===== src/hw/rtl/lsp_pkg.sv =====
`timescale 1ns / 1ps
// Shared types and constants for the latency statistics monitor.
// No dependencies; imported by the controller, datapath and top level.
package lsp_pkg;

    // Field widths
    localparam int LAT_W   = 48;
    localparam int CTR_W   = 32;
    localparam int BYTE_W  = 32;
    localparam int SUM_W   = 64;
    localparam int MODE_W  = 2;

    // Command codes
    localparam logic CMD_RECORD = 1'b0;
    localparam logic CMD_REPORT = 1'b1;

    // I/O mode codes
    localparam logic [MODE_W-1:0] MODE_DIRECT   = 2'd0;
    localparam logic [MODE_W-1:0] MODE_BUFFERED = 2'd1;

    // floor(n*P/100) = (n * P * ceil(2^32/100)) >> 32, exact for n*P < 2^30
    localparam int unsigned RECIP_SH = 32;
    localparam logic [31:0] K_P50 = 32'd2147483650;   // 50 * 42949673
    localparam logic [31:0] K_P95 = 32'd4080218935;   // 95 * 42949673
    localparam logic [31:0] K_P99 = 32'd4252017627;   // 99 * 42949673

    typedef enum logic [2:0] {
        S_IDLE,
        S_RANK,
        S_CRD,
        S_CWAIT,
        S_SCAN,
        S_DRAIN,
        S_EVAL,
        S_DONE
    } t_state;

    // Controller to datapath commands
    typedef struct packed {
        logic rec;       // apply a record beat
        logic rank_ld;   // compute target ranks, clear candidate index
        logic cand_rd;   // read candidate entry
        logic cand_ld;   // latch candidate, clear scan counters
        logic scan_rd;   // read next scan entry
        logic eval;      // check candidate against ranks, advance
        logic pct_wr;    // commit percentiles
        logic emit;      // strobe a result next cycle
    } t_ctl;

    // Datapath to controller status
    typedef struct packed {
        logic few;       // fewer than two samples
        logic last_j;    // scan index at last sample
        logic last_i;    // candidate index at last sample
    } t_sts;

endpackage


===== src/hw/rtl/lsp_ctrl.sv =====
`timescale 1ns / 1ps
// Sequencer for the latency monitor: record beats and the rank-by-count report.
// Depends on lsp_pkg.
module lsp_ctrl
    import lsp_pkg::*;
(
    input  logic i_clk,
    input  logic i_rst_n,
    input  logic i_start,
    input  logic i_cmd,
    input  t_sts i_sts,
    output logic o_busy,
    output t_ctl o_ctl
);

    t_state r_state, n_state;
    logic   accept;

    assign accept = i_start && (r_state == S_IDLE);

    // State register
    always_ff @(posedge i_clk) begin
        if (!i_rst_n) begin
            r_state <= S_IDLE;
        end else begin
            r_state <= n_state;
        end
    end

    // Next state
    always_comb begin
        n_state = r_state;
        case (r_state)
            S_IDLE: begin
                if (accept && i_cmd == CMD_REPORT && !i_sts.few) begin
                    n_state = S_RANK;
                end
            end
            S_RANK:  n_state = S_CRD;
            S_CRD:   n_state = S_CWAIT;
            S_CWAIT: n_state = S_SCAN;
            S_SCAN: begin
                if (i_sts.last_j) begin
                    n_state = S_DRAIN;
                end
            end
            S_DRAIN: n_state = S_EVAL;
            S_EVAL: begin
                n_state = i_sts.last_i ? S_DONE : S_CRD;
            end
            S_DONE:  n_state = S_IDLE;
            default: n_state = S_IDLE;
        endcase
    end

    // Outputs
    always_comb begin
        o_ctl  = '0;
        o_busy = (r_state != S_IDLE);
        case (r_state)
            S_IDLE: begin
                if (accept) begin
                    if (i_cmd == CMD_RECORD) begin
                        o_ctl.rec  = 1'b1;
                        o_ctl.emit = 1'b1;
                    end else if (i_sts.few) begin
                        o_ctl.emit = 1'b1;
                    end
                end
            end
            S_RANK:  o_ctl.rank_ld = 1'b1;
            S_CRD:   o_ctl.cand_rd = 1'b1;
            S_CWAIT: o_ctl.cand_ld = 1'b1;
            S_SCAN:  o_ctl.scan_rd = 1'b1;
            S_DRAIN: o_ctl = '0;
            S_EVAL:  o_ctl.eval = 1'b1;
            S_DONE: begin
                o_ctl.pct_wr = 1'b1;
                o_ctl.emit   = 1'b1;
            end
            default: o_ctl = '0;
        endcase
    end

endmodule


===== config.mk =====
export PLATFORM = sky130hd
export DESIGN_NAME = lsp_ctrl
export DESIGN_NICKNAME = d
export VERILOG_FILES = /design/src/hw/rtl/lsp_pkg.sv /design/src/hw/rtl/lsp_ctrl.sv
export SDC_FILE = /design/constraint.sdc
export NUM_CORES = 1
export LEC_CHECK = 0
export BUFFER_PORTS_ARGS = -buffer_cell sky130_fd_sc_hd__buf_4
export CORE_AREA = 2 2 39 41
export DETAILED_ROUTE_END_ITERATION = 10
export DIE_AREA = 0 0 41 43
export SETUP_SLACK_MARGIN = 0.3
export SYNTH_ARGS = -nofsm -noshare
export SYNTH_HDL_FRONTEND = slang
export SYNTH_SLANG_ARGS = --single-unit

===== constraint.sdc =====
create_clock -name i_clk -period 2.9 [get_ports i_clk]
set_clock_uncertainty 0.1 [all_clocks]
set_input_delay 0.29 -clock i_clk [delete_from_list [all_inputs] [get_ports i_clk]]
set_output_delay 0.29 -clock i_clk [all_outputs]
set_load 0.01 [all_outputs]

After elaboration in Yosys (flattened, before gate mapping)
Index checks and enable logic that the tools add are counted.
Word-level totals
  bits in registers: 3
  input port bits: 7
Cells by class
  equal/unequal tests: 9
  multiplexer cells: 17
  reduce and logical (&&, ||, !) cells: 7
Operator list (number)
  $pmux W3 S8: 1
  $eq A3 B3 Y1 const B: 4
  $mux W1: 12
  $mux W3: 3
  $eq A3 B2 Y1 const B: 2
  $eq A3 B1 Y1 const B: 1
  $logic_and A1 B1 Y1: 3
  $logic_not A3 Y1: 1
  $reduce_bool A3 Y1: 1
  $ne A2 B1 Y1 const B: 1
  $ne A2 B2 Y1 const B: 1
  $pmux W1 S2: 1
  $reduce_and A2 Y1: 1
  $logic_not A1 Y1: 1

Logic depth before layout (Yosys ltp)
Gate-level depths: netlist of the first run.
  depth after elaboration: 6
  depth in mapped cells: 5
  depth with buffers taken out: 4

Least setup slack after synthesis of the first run
OpenSTA, ideal clock, no wires.
  path kind: register to output
  from: register r_state[0]
  to: output o_ctl[0] (netlist bit)
  arrival: 0.930 ns
  required time: 2.510 ns
  setup slack: 1.580 ns
  stages on the path, launching flop included: 5
  path buffers: 1
  cell sequence: dfxtp_1 -> buf_6 -> nor3_1 -> nand2_1 -> o21bai_1
RTL lines
  start: declaration: line lsp_ctrl.sv:16  | t_state r_state, n_state;
  start signal: assignment: line lsp_ctrl.sv:26  | r_state <= n_state;
  end: declaration: line lsp_ctrl.sv:13  | output t_ctl o_ctl

==> impl_results.md, run 1 <==
* CP Launch Type: flop
* Seq cells post-synth at 3
* Clock root cell: clkbuf_4
* CP Cell Sequence: nor3_1 -> nand2_1 -> o21bai_1 -> buf_4
* Power per cell area at 738 mW/mm^2
* Synth Area in XOR/XNOR at 0.0380
* Crit-path max FO at 10
* Status: complete, no violations
* Synth Area in Simple Gates at 0.326
* Iter 0 DRT Violations at 2
* GRT Resource Usage Total at 0.0832
* Largest net degree at the start of global routing at 11
* Pre-antenna DRT Iters at 4
* Total Power at approximately 270 uW
* Synth area leaders: dfxtp_1 (26%), buf_6 (9.8%), nor3b_1 (9.8%)
* Initial core utilization at 0.166
* Number of global-route vias before repair at about 210
* Global placer's final weighted congestion at a little under 0.7
* Crit path arrival time at 1.29 ns
* Slew HR at 0.773
* Layout cells sized above 1 at 0.465
* Die ar. at ~0.0018 sq mm
* TNS Setup at 0 ns
* RSZ-0062 raised after global routing: no
* Worst-Margin Slew at 0.340 ns
* Antenna cells at 0
* Port bufs at 15
* Main combinational cell family by area after synthesis: simple AND/OR/NAND/NOR gates
* Total grt overflow at 0
* Post_cts resized at 0
* Slowest cell on the critical path: dfxtp_1
* Yosys warnings at 0
* Antenna-violating nets left at 0
* Final WL at slightly above 600 microns
* Max-cap viol count at 0
* Synth Flop Type: dfxtp_1
* Worst path max stage delay at just under 0.4 ns
* Via count at 246
* Core area at ~0.0014 sq mm
* Pins Over Slew Limit at 0
* Synthesized area per cell at slightly below 9 sq um
* First-pass GRT wire length at about 840 microns
* Adder-cell area share of the yosys netlist at 0
* Clk buf depth at 2
* Setup crit end kind: primary output
* Period utilisation layout at 0.580
* Die X at between 40 and 50 microns
* Most frequent cells after synthesis: dfxtp_1 (3), nor3b_1 (3)
* Share of the synthesized area in the top cell type at 0.261
* Leakage power at ~0.18 nW
* CTS tree: done
* Nets at between 50 and 60
* Post-synth EDFFs at 0
* Post-synthesis sequential area ratio at 0.261
* Mapped Nets at 33
* Clock slew at reported path FFs at roughly 0.04 ns
* Wire length per cell at 10.3 microns
* Clock Sinks at 3
* Async set or reset register ratio after synthesis at 0
* Crit path kind: flop to primary output
* DRC at 0
* Largest register FFs at 3
* Post-synth cell types at 18
* Compound-Gate Fraction of Synth Area at 0.201
* Hold Path Class: input port to flop
* Hold buffers post-CTS at 0
* Final hold vios at 0
* Vias per Instance at around 4.2
* Die Y at 43 microns
* VDD IR max at ~230 uV
* Synth-to-Final Area Change at 59.2%
* Initial antenna violation count at 0
* Row count at 14
* CTS buffer count at 3
* Yosys top cell by area: dfxtp_1
* Worst EP required at 2.51 ns
* Post-CTS Setup Repair Bufs at 0
* Final min period at between 1.5 and 2 ns
* HPWL after detailed placement at ~400 microns
* Internal reg-to-reg setup slack at 1.69 ns
* Top reg by flops: r_state
* Largest regs: r_state x3
* Synthesized instance count at 26
* IO Pins at 16
* Synth Cell Area at about 230 sq um
* Multiplexer area fraction after synthesis at 0.0435
* Clk_lat worst skew at 0.24 ns
* H-tree levels at 1
* Fmax at roughly 600 MHz
* Final setup vio count at 0
==> logic make-up after synthesis <==
kind of cell / after synthesis
and+or+nand+nor: 12
AOI/OAI and AO/OA: 5
xor gates and xnor gates: 1
muxes: 1
DFF: 3
buffers and inverters: 4
==> routing by layer <==
| layer | up-vias | global-route usage | part of all wire |
|---|---|---|---|
| li1 | 124 | - | - |
| met1 | 112 | 0.0833 | 0.42 |
| met2 | 8 | 0.0938 | 0.48 |
| met3 | 2 | 0.0471 | 0.067 |
| met4 | 0 | 0.120 | 0.031 |
| met5 | - | 0 | 0 |
==> worst max-delay path, delay by kind of cell (launching register included) <==
kind | cells | cell delay [ns]
AOI/OAI and AO/OA | 1 | 0.13
and+or+nand+nor | 2 | 0.38
buffers and inverters | 1 | 0.14
DFF | 1 | 0.39
==> cell type report <==
| type | count | area (sq um) |
|---|---|---|
| inverters | 2 | 7.51 |
| clock buffers | 4 | 26.3 |
| flip-flops and latches | 3 | 60.1 |
| fillers | 161 | 1020 |
| multi-input cells | 19 | 140 |
| well taps | 16 | 20.0 |
| repair buffers | 15 | 113 |
==> stage by stage <==
stage / cells / setup slack [ns] / hold WS, ns / cell area (sq um) / util
6_report: 59 / 1.22 / 0.171 / 367 / 0.265
5_1_grt: 59 / 1.14 / 0.153 / 367 / 0.265
4_1_cts: 59 / 1.21 / 0.162 / 367 / 0.265
3_5_place_dp: 55 / 1.47 / 0.409 / 340 / 0.246
3_3_place_gp: 55 / 1.52 / 0.413 / 340 / 0.246
2_1_floorplan: 26 / 1.58 / 0.308 / 230 / -
==> worst paths after layout <==
check / endpoint / start / cells past startpoint
worst min-delay path: r_state[2] / i_rst_n / 2
worst max-delay path: o_ctl[0] / r_state[0] / 4
worst max register to register: r_state[0] / r_state[1] / 2
worst min register to register: r_state[0] / r_state[2] / 1
==> where the power goes <==
| part | switching, mW | internal, mW | leakage [nW] |
|---|---|---|---|
| combinational | 0.0495 | 0.0662 | 0.142 |
| clock | 0.0249 | 0.0518 | 0.0150 |
| sequential | 0.0262 | 0.0518 | 0.0245 |
==> cells in the final DEF, fill, tap and decap left out <==
cell,Yosys,routed
and3b_1,2,2
nor2b_1,1,1
nor3_1,1,1
o21a_1,1,1
clkbuf_4,0,3
dfxtp_1,3,3
nor2_1,2,2
nor3b_1,3,3
nand2_1,1,1
buf_4,0,15
a2111oi_2,1,1
o21bai_1,1,1
xnor2_1,1,1
a21boi_0,1,1
a21oi_2,1,1
clkbuf_1,0,1
inv_1,2,2
nand2b_1,1,1
and3_1,1,1
mux2i_1,1,1
No activity file was read; power rests on OpenSTA's default activity.
==> inputs of run 2 (changes only) <==
clock period = 1.6 ns   (was 2.9 ns; I/O delays follow)
==> run 2 against run 1 <==
Compared with the run above:
- worst setup slack worse by 1.0 ns
- cell count is 12% higher
- cell area is 32% higher
- clock-buffer cell count stayed put
- sequential power is 90% higher
- clock power is 71% higher
- critical endpoint unchanged
- via count is 8.1% higher
- sequential share of layout area is 1.6 points lower
==> impl_results.md, run 2 (same netlist as run 1, synthesis figures left out) <==
* Row count at 14
* Hold Path Class: input port to flop
* Delay-heaviest family, CP: flip-flops
* Synth-to-Final Area Change at 110%
* Clk_lat worst skew at 0.23 ns
* CTS buffer count at 3
* Clk buf depth at 2
* Worst-Margin Slew at roughly 0.24 ns
* Met3 WL at roughly 36 microns
* Register area at between 70 and 80 sq um
* Global placer's final weighted congestion at roughly 0.68
* Wire length per cell at 9.29 microns
* Top reg by flops: r_state
* Initial core utilization at 0.166
* Power per cell area at approximately 1400 mW/mm^2
* Final WL at ~610 microns
* CP Cell Sequence: nor3_4 -> nand2_1 -> o21bai_1 -> buf_4
* Number of global-route vias before repair at between 200 and 250
* Period utilisation layout at 0.869
* Met1 WL at 266 microns
* Pre-antenna DRT Iters at 2
* Met2 WL post-DR at ~310 microns
* Iter 0 DRT Violations at 5
* VDD IR max at 492 uV
* Leakage power at between 0.2 and 0.25 nW
* RSZ-0062 raised after global routing: yes
* Largest regs: r_state x3
* Final setup vio count at 0
* Most frequent cells in the layout: buf_4 (17), buf_6 (5), clkbuf_4 (3), dfxtp_4 (3)
* Setup crit end kind: primary output
* Number of buffers and inverters on the critical path at 1
* CTS tree: done
* Clock Sinks at 3
* Largest register FFs at 3
* Slowest cell on the critical path: dfxtp_4
* Port bufs at 15
* Final min period at between 1 and 1.5 ns
* Via count at ~270
* Slew HR at 0.842
* Vias per Instance at between 4 and 5
* Clock root cell: clkbuf_4
* Largest net degree at the start of global routing at 11
* Die Y at around 43 microns
* First-pass GRT wire length at 848 microns
* IO Pins at 16
* Die X at approximately 40 microns
* Worst path max stage delay at about 0.35 ns
* Core area at 0.00138 sq mm
* DRC at 0
* Crit path kind: flop to primary output
* Status: complete, no violations
* DR top layer: met3
* Crit-path max FO at 4
* Layout cells sized above 1 at 0.720
* Total grt overflow at 0
* Antenna cells at 0
* Die ar. at ~0.0018 sq mm
* Crit path arrival time at 1.13 ns
* Filler cell count at between 100 and 150
* Antenna-violating nets left at 0
* Initial antenna violation count at 0
* Max-cap viol count at 0
* Pins Over Slew Limit at 0
* Multi-input logic area at 174 sq um
* Hold buffers post-CTS at 0
* CP Launch Type: flop
* Nets at 58
* Fmax at slightly above 700 MHz
* GRT Resource Usage Total at 0.0742
* H-tree levels at 1
* Clock slew at reported path FFs at around 0.04 ns
* Worst EP required at ~1.3 ns
* TNS Setup at 0 ns
* Total Power at 658 uW
* Most common cell after layout, fill and taps aside: buf_4
* Final hold vios at 0
==> run 2: layout make-up <==
type,count,area share
Timing Repair Buffer,22,0.381
Clock buffer,4,0.0544
Multi-Input combinational cell,19,0.360
Tap cell,16,0.0415
Inverter,2,0.0155
Sequential cell,3,0.148
==> run 2: path summary, 6_finish.rpt <==
path / cells past startpoint / slack, ns / end / start
max: 4 / 0.21 / o_ctl[0] / r_state[1]
min: 2 / 0.04 / r_state[2] / i_rst_n
max reg2reg: 7 / 0.32 / r_state[0] / r_state[1]
min reg2reg: 1 / 0.42 / r_state[0] / r_state[0]
==> run 2: what timing repair did <==
action,4_1_cts,5_1_grt
pin swaps,3,5
setup endpoints to repair,9,8
resized for setup,13,6
buffers inserted,6,1
==> run 2: report_power, final <==
group | internal [mW] | switching (mW) | total (mW)
clock | 0.0934 | 0.0376 | 0.131
combinational | 0.238 | 0.141 | 0.379
sequential | 0.103 | 0.0445 | 0.148
total | 0.435 | 0.223 | 0.658
==> run 2: per-layer routing <==
layer	vias up	track usage
met5	-	0
met4	0	0.0600
met3	0	0.0314
met2	6	0.0938
met1	121	0.0929
li1	139	-
==> run 2: stage by stage <==
stage / util / cell area, sq um / hold slack, ns / worst slack (ns) / instances
final: 0.349 / 483 / 0.0434 / 0.210 / 66
after global routing: 0.349 / 483 / 0.0305 / 0.111 / 66
after CTS: 0.327 / 453 / 0.0322 / 0.213 / 65
after detailed placement: 0.246 / 340 / 0.278 / 0.317 / 55
after global placement: 0.246 / 340 / 0.277 / 0.329 / 55
after floorplan: - / 230 / 0.178 / 0.410 / 26
==> inputs of run 3 (changes only) <==
CTS_BUF_LIST = sky130_fd_sc_hd__clkbuf_4   (was unset)
==> run 3 against run 2 <==
Compared with the run above:
- via count unchanged
- cell count unchanged
- total power grew 2.0%
- cell area increased by 0.78%
- first-iteration DRC count down 60%
- worst setup slack about the same
- core utilization increased by 0.27 points
- largest cell class unchanged
- largest power group unchanged
==> impl_results.md, run 3 (same netlist as run 1, synthesis figures left out) <==
* CP Depth at 4
* TNS Setup at 0 ns
* Global placer's final weighted congestion at roughly 0.68
* Largest regs: r_state x3
* RSZ-0062 raised after global routing: yes
* Clk buf depth at 2
* Clk_lat worst skew at between 0.2 and 0.25 ns
* Status: complete, no violations
* CP Cell Sequence: nor3_4 -> nand2_1 -> o21bai_1 -> buf_4
* Core area at between 0.001 and 0.0015 sq mm
* Pins Over Slew Limit at 0
* Number of global-route vias before repair at 217
* Delay-heaviest family, CP: flip-flops
* Final WL at slightly below 600 microns
* IO Pins at 16
* CP Launch Type: flop
* Total Power at ~670 uW
* Filler cell count at around 140
* Number of instances in the placed design at between 50 and 60
* Row count at 14
* Crit path kind: flop to primary output
* Port bufs at 15
* Period utilisation layout at 0.869
* Worst path max stage delay at around 0.35 ns
* Antenna cells at 0
* Fmax at ~720 MHz
* Slew HR at 0.842
* Layout cells sized above 1 at 0.740
* Iter 0 DRT Violations at 2
* Worst-Margin Slew at 0.236 ns
* Die X at roughly 41 microns
* Synth-to-Final Area Change at 111%
* Hold Path Class: input port to flop
* Power per cell area at 1380 mW/mm^2
* Largest register FFs at 3
* CTS tree: done
* Wire length per cell at about 8.8 microns
* Crit path arrival time at between 1 and 1.5 ns
* Antenna-violating nets left at 0
* GRT Resource Usage Total at 0.0712
* Initial core utilization at 0.166
* Final min period at between 1 and 1.5 ns
* Die ar. at 0.00176 sq mm
* Slowest cell on the critical path: dfxtp_4
* Nets at 58
* Total grt overflow at 0
* Leakage power at about 0.24 nW
* Met2 WL post-DR at 279 microns
* Clock root cell: clkbuf_4
* Setup crit end kind: primary output
* Worst R2R Path Depth at 7
* Clock slew at reported path FFs at 0.04 ns
* DRC at 0
* DR top layer: met3
* Hold depth at 2
* First-pass GRT wire length at 814 microns
* Top reg by flops: r_state
* Clock Sinks at 3
* Final hold vios at 0
* Worst EP required at 1.34 ns
* Met3 WL at 36 microns
* H-tree levels at 1
* Number of buffers and inverters on the critical path at 1
* Layout Cells excl Fill at 66
* Max-cap viol count at 0
* VDD IR max at roughly 490 uV
* Most frequent cells in the layout: buf_4 (17), buf_6 (5), clkbuf_4 (4)
* Initial antenna violation count at 0
* Pre-antenna DRT Iters at 2
* Final setup vio count at 0
* Vias per Instance at about 4.0
* Via count at approximately 270
* CTS buffer count at 3
* Die Y at 43 microns
* Most common cell after layout, fill and taps aside: buf_4
* Crit-path max FO at 4
* Met1 WL at between 200 and 300 microns
* Largest net degree at the start of global routing at 11
==> run 3: per-layer routing <==
metal  track usage  vias to the layer above
li1              -                      140
met4        0.0600                        0
met3        0.0314                        0
met2        0.0844                        6
met5             0                        -
met1        0.0929                      120
==> run 3: timing repair <==
action	4_1_cts	5_1_grt
hold buffers	0	0
gates resized for setup	13	6
setup endpoints to repair	9	8
setup buffers	6	1
pin swaps	3	5
==> run 3: worst paths after layout <==
path,start,end,slack [ns]
setup / recovery,r_state[1],o_ctl[0],0.21
hold / removal,i_rst_n,r_state[2],0.04
setup reg to reg,r_state[1],r_state[0],0.32
hold reg to reg,r_state[0],r_state[0],0.42
==> run 3: power by group <==
group / switching (mW) / total [mW] / leakage, nW / internal, mW
Combinational: 0.139 / 0.377 / 0.194 / 0.238
Sequential: 0.0441 / 0.147 / 0.0267 / 0.103
Clock: 0.0368 / 0.147 / 0.0184 / 0.110
==> run 3: cell type report <==
type / count / area (sq um) / area share
Multi-Input combinational cell: 19 / 174 / 0.357
Timing Repair Buffer: 22 / 184 / 0.378
Sequential cell: 3 / 71.3 / 0.147
Tap cell: 16 / 20.0 / 0.0411
Clock buffer: 4 / 30.0 / 0.0617
Inverter: 2 / 7.51 / 0.0154
==> run 3: worst reg2reg max path, delay by kind of cell, from the launching register on <==
| kind | cells | cell delay [ns] |
|---|---|---|
| flip-flops | 1 | 0.35 |
| buffers and inverters | 4 | 0.36 |
| AO/OA/AOI/OAI | 2 | 0.17 |
| AND/OR/NAND/NOR | 1 | 0.19 |
==> run 3: metrics by stage <==
| step | hold slack [ns] | area (sq um) | util | worst slack [ns] |
|---|---|---|---|---|
| 2_1_floorplan | 0.178 | 230 | - | 0.410 |
| 3_3_place_gp | 0.277 | 340 | 0.246 | 0.329 |
| 3_5_place_dp | 0.278 | 340 | 0.246 | 0.317 |
| 4_1_cts | 0.0297 | 457 | 0.330 | 0.210 |
| 5_1_grt | 0.0341 | 487 | 0.352 | 0.115 |
| 6_report | 0.0430 | 487 | 0.352 | 0.210 |
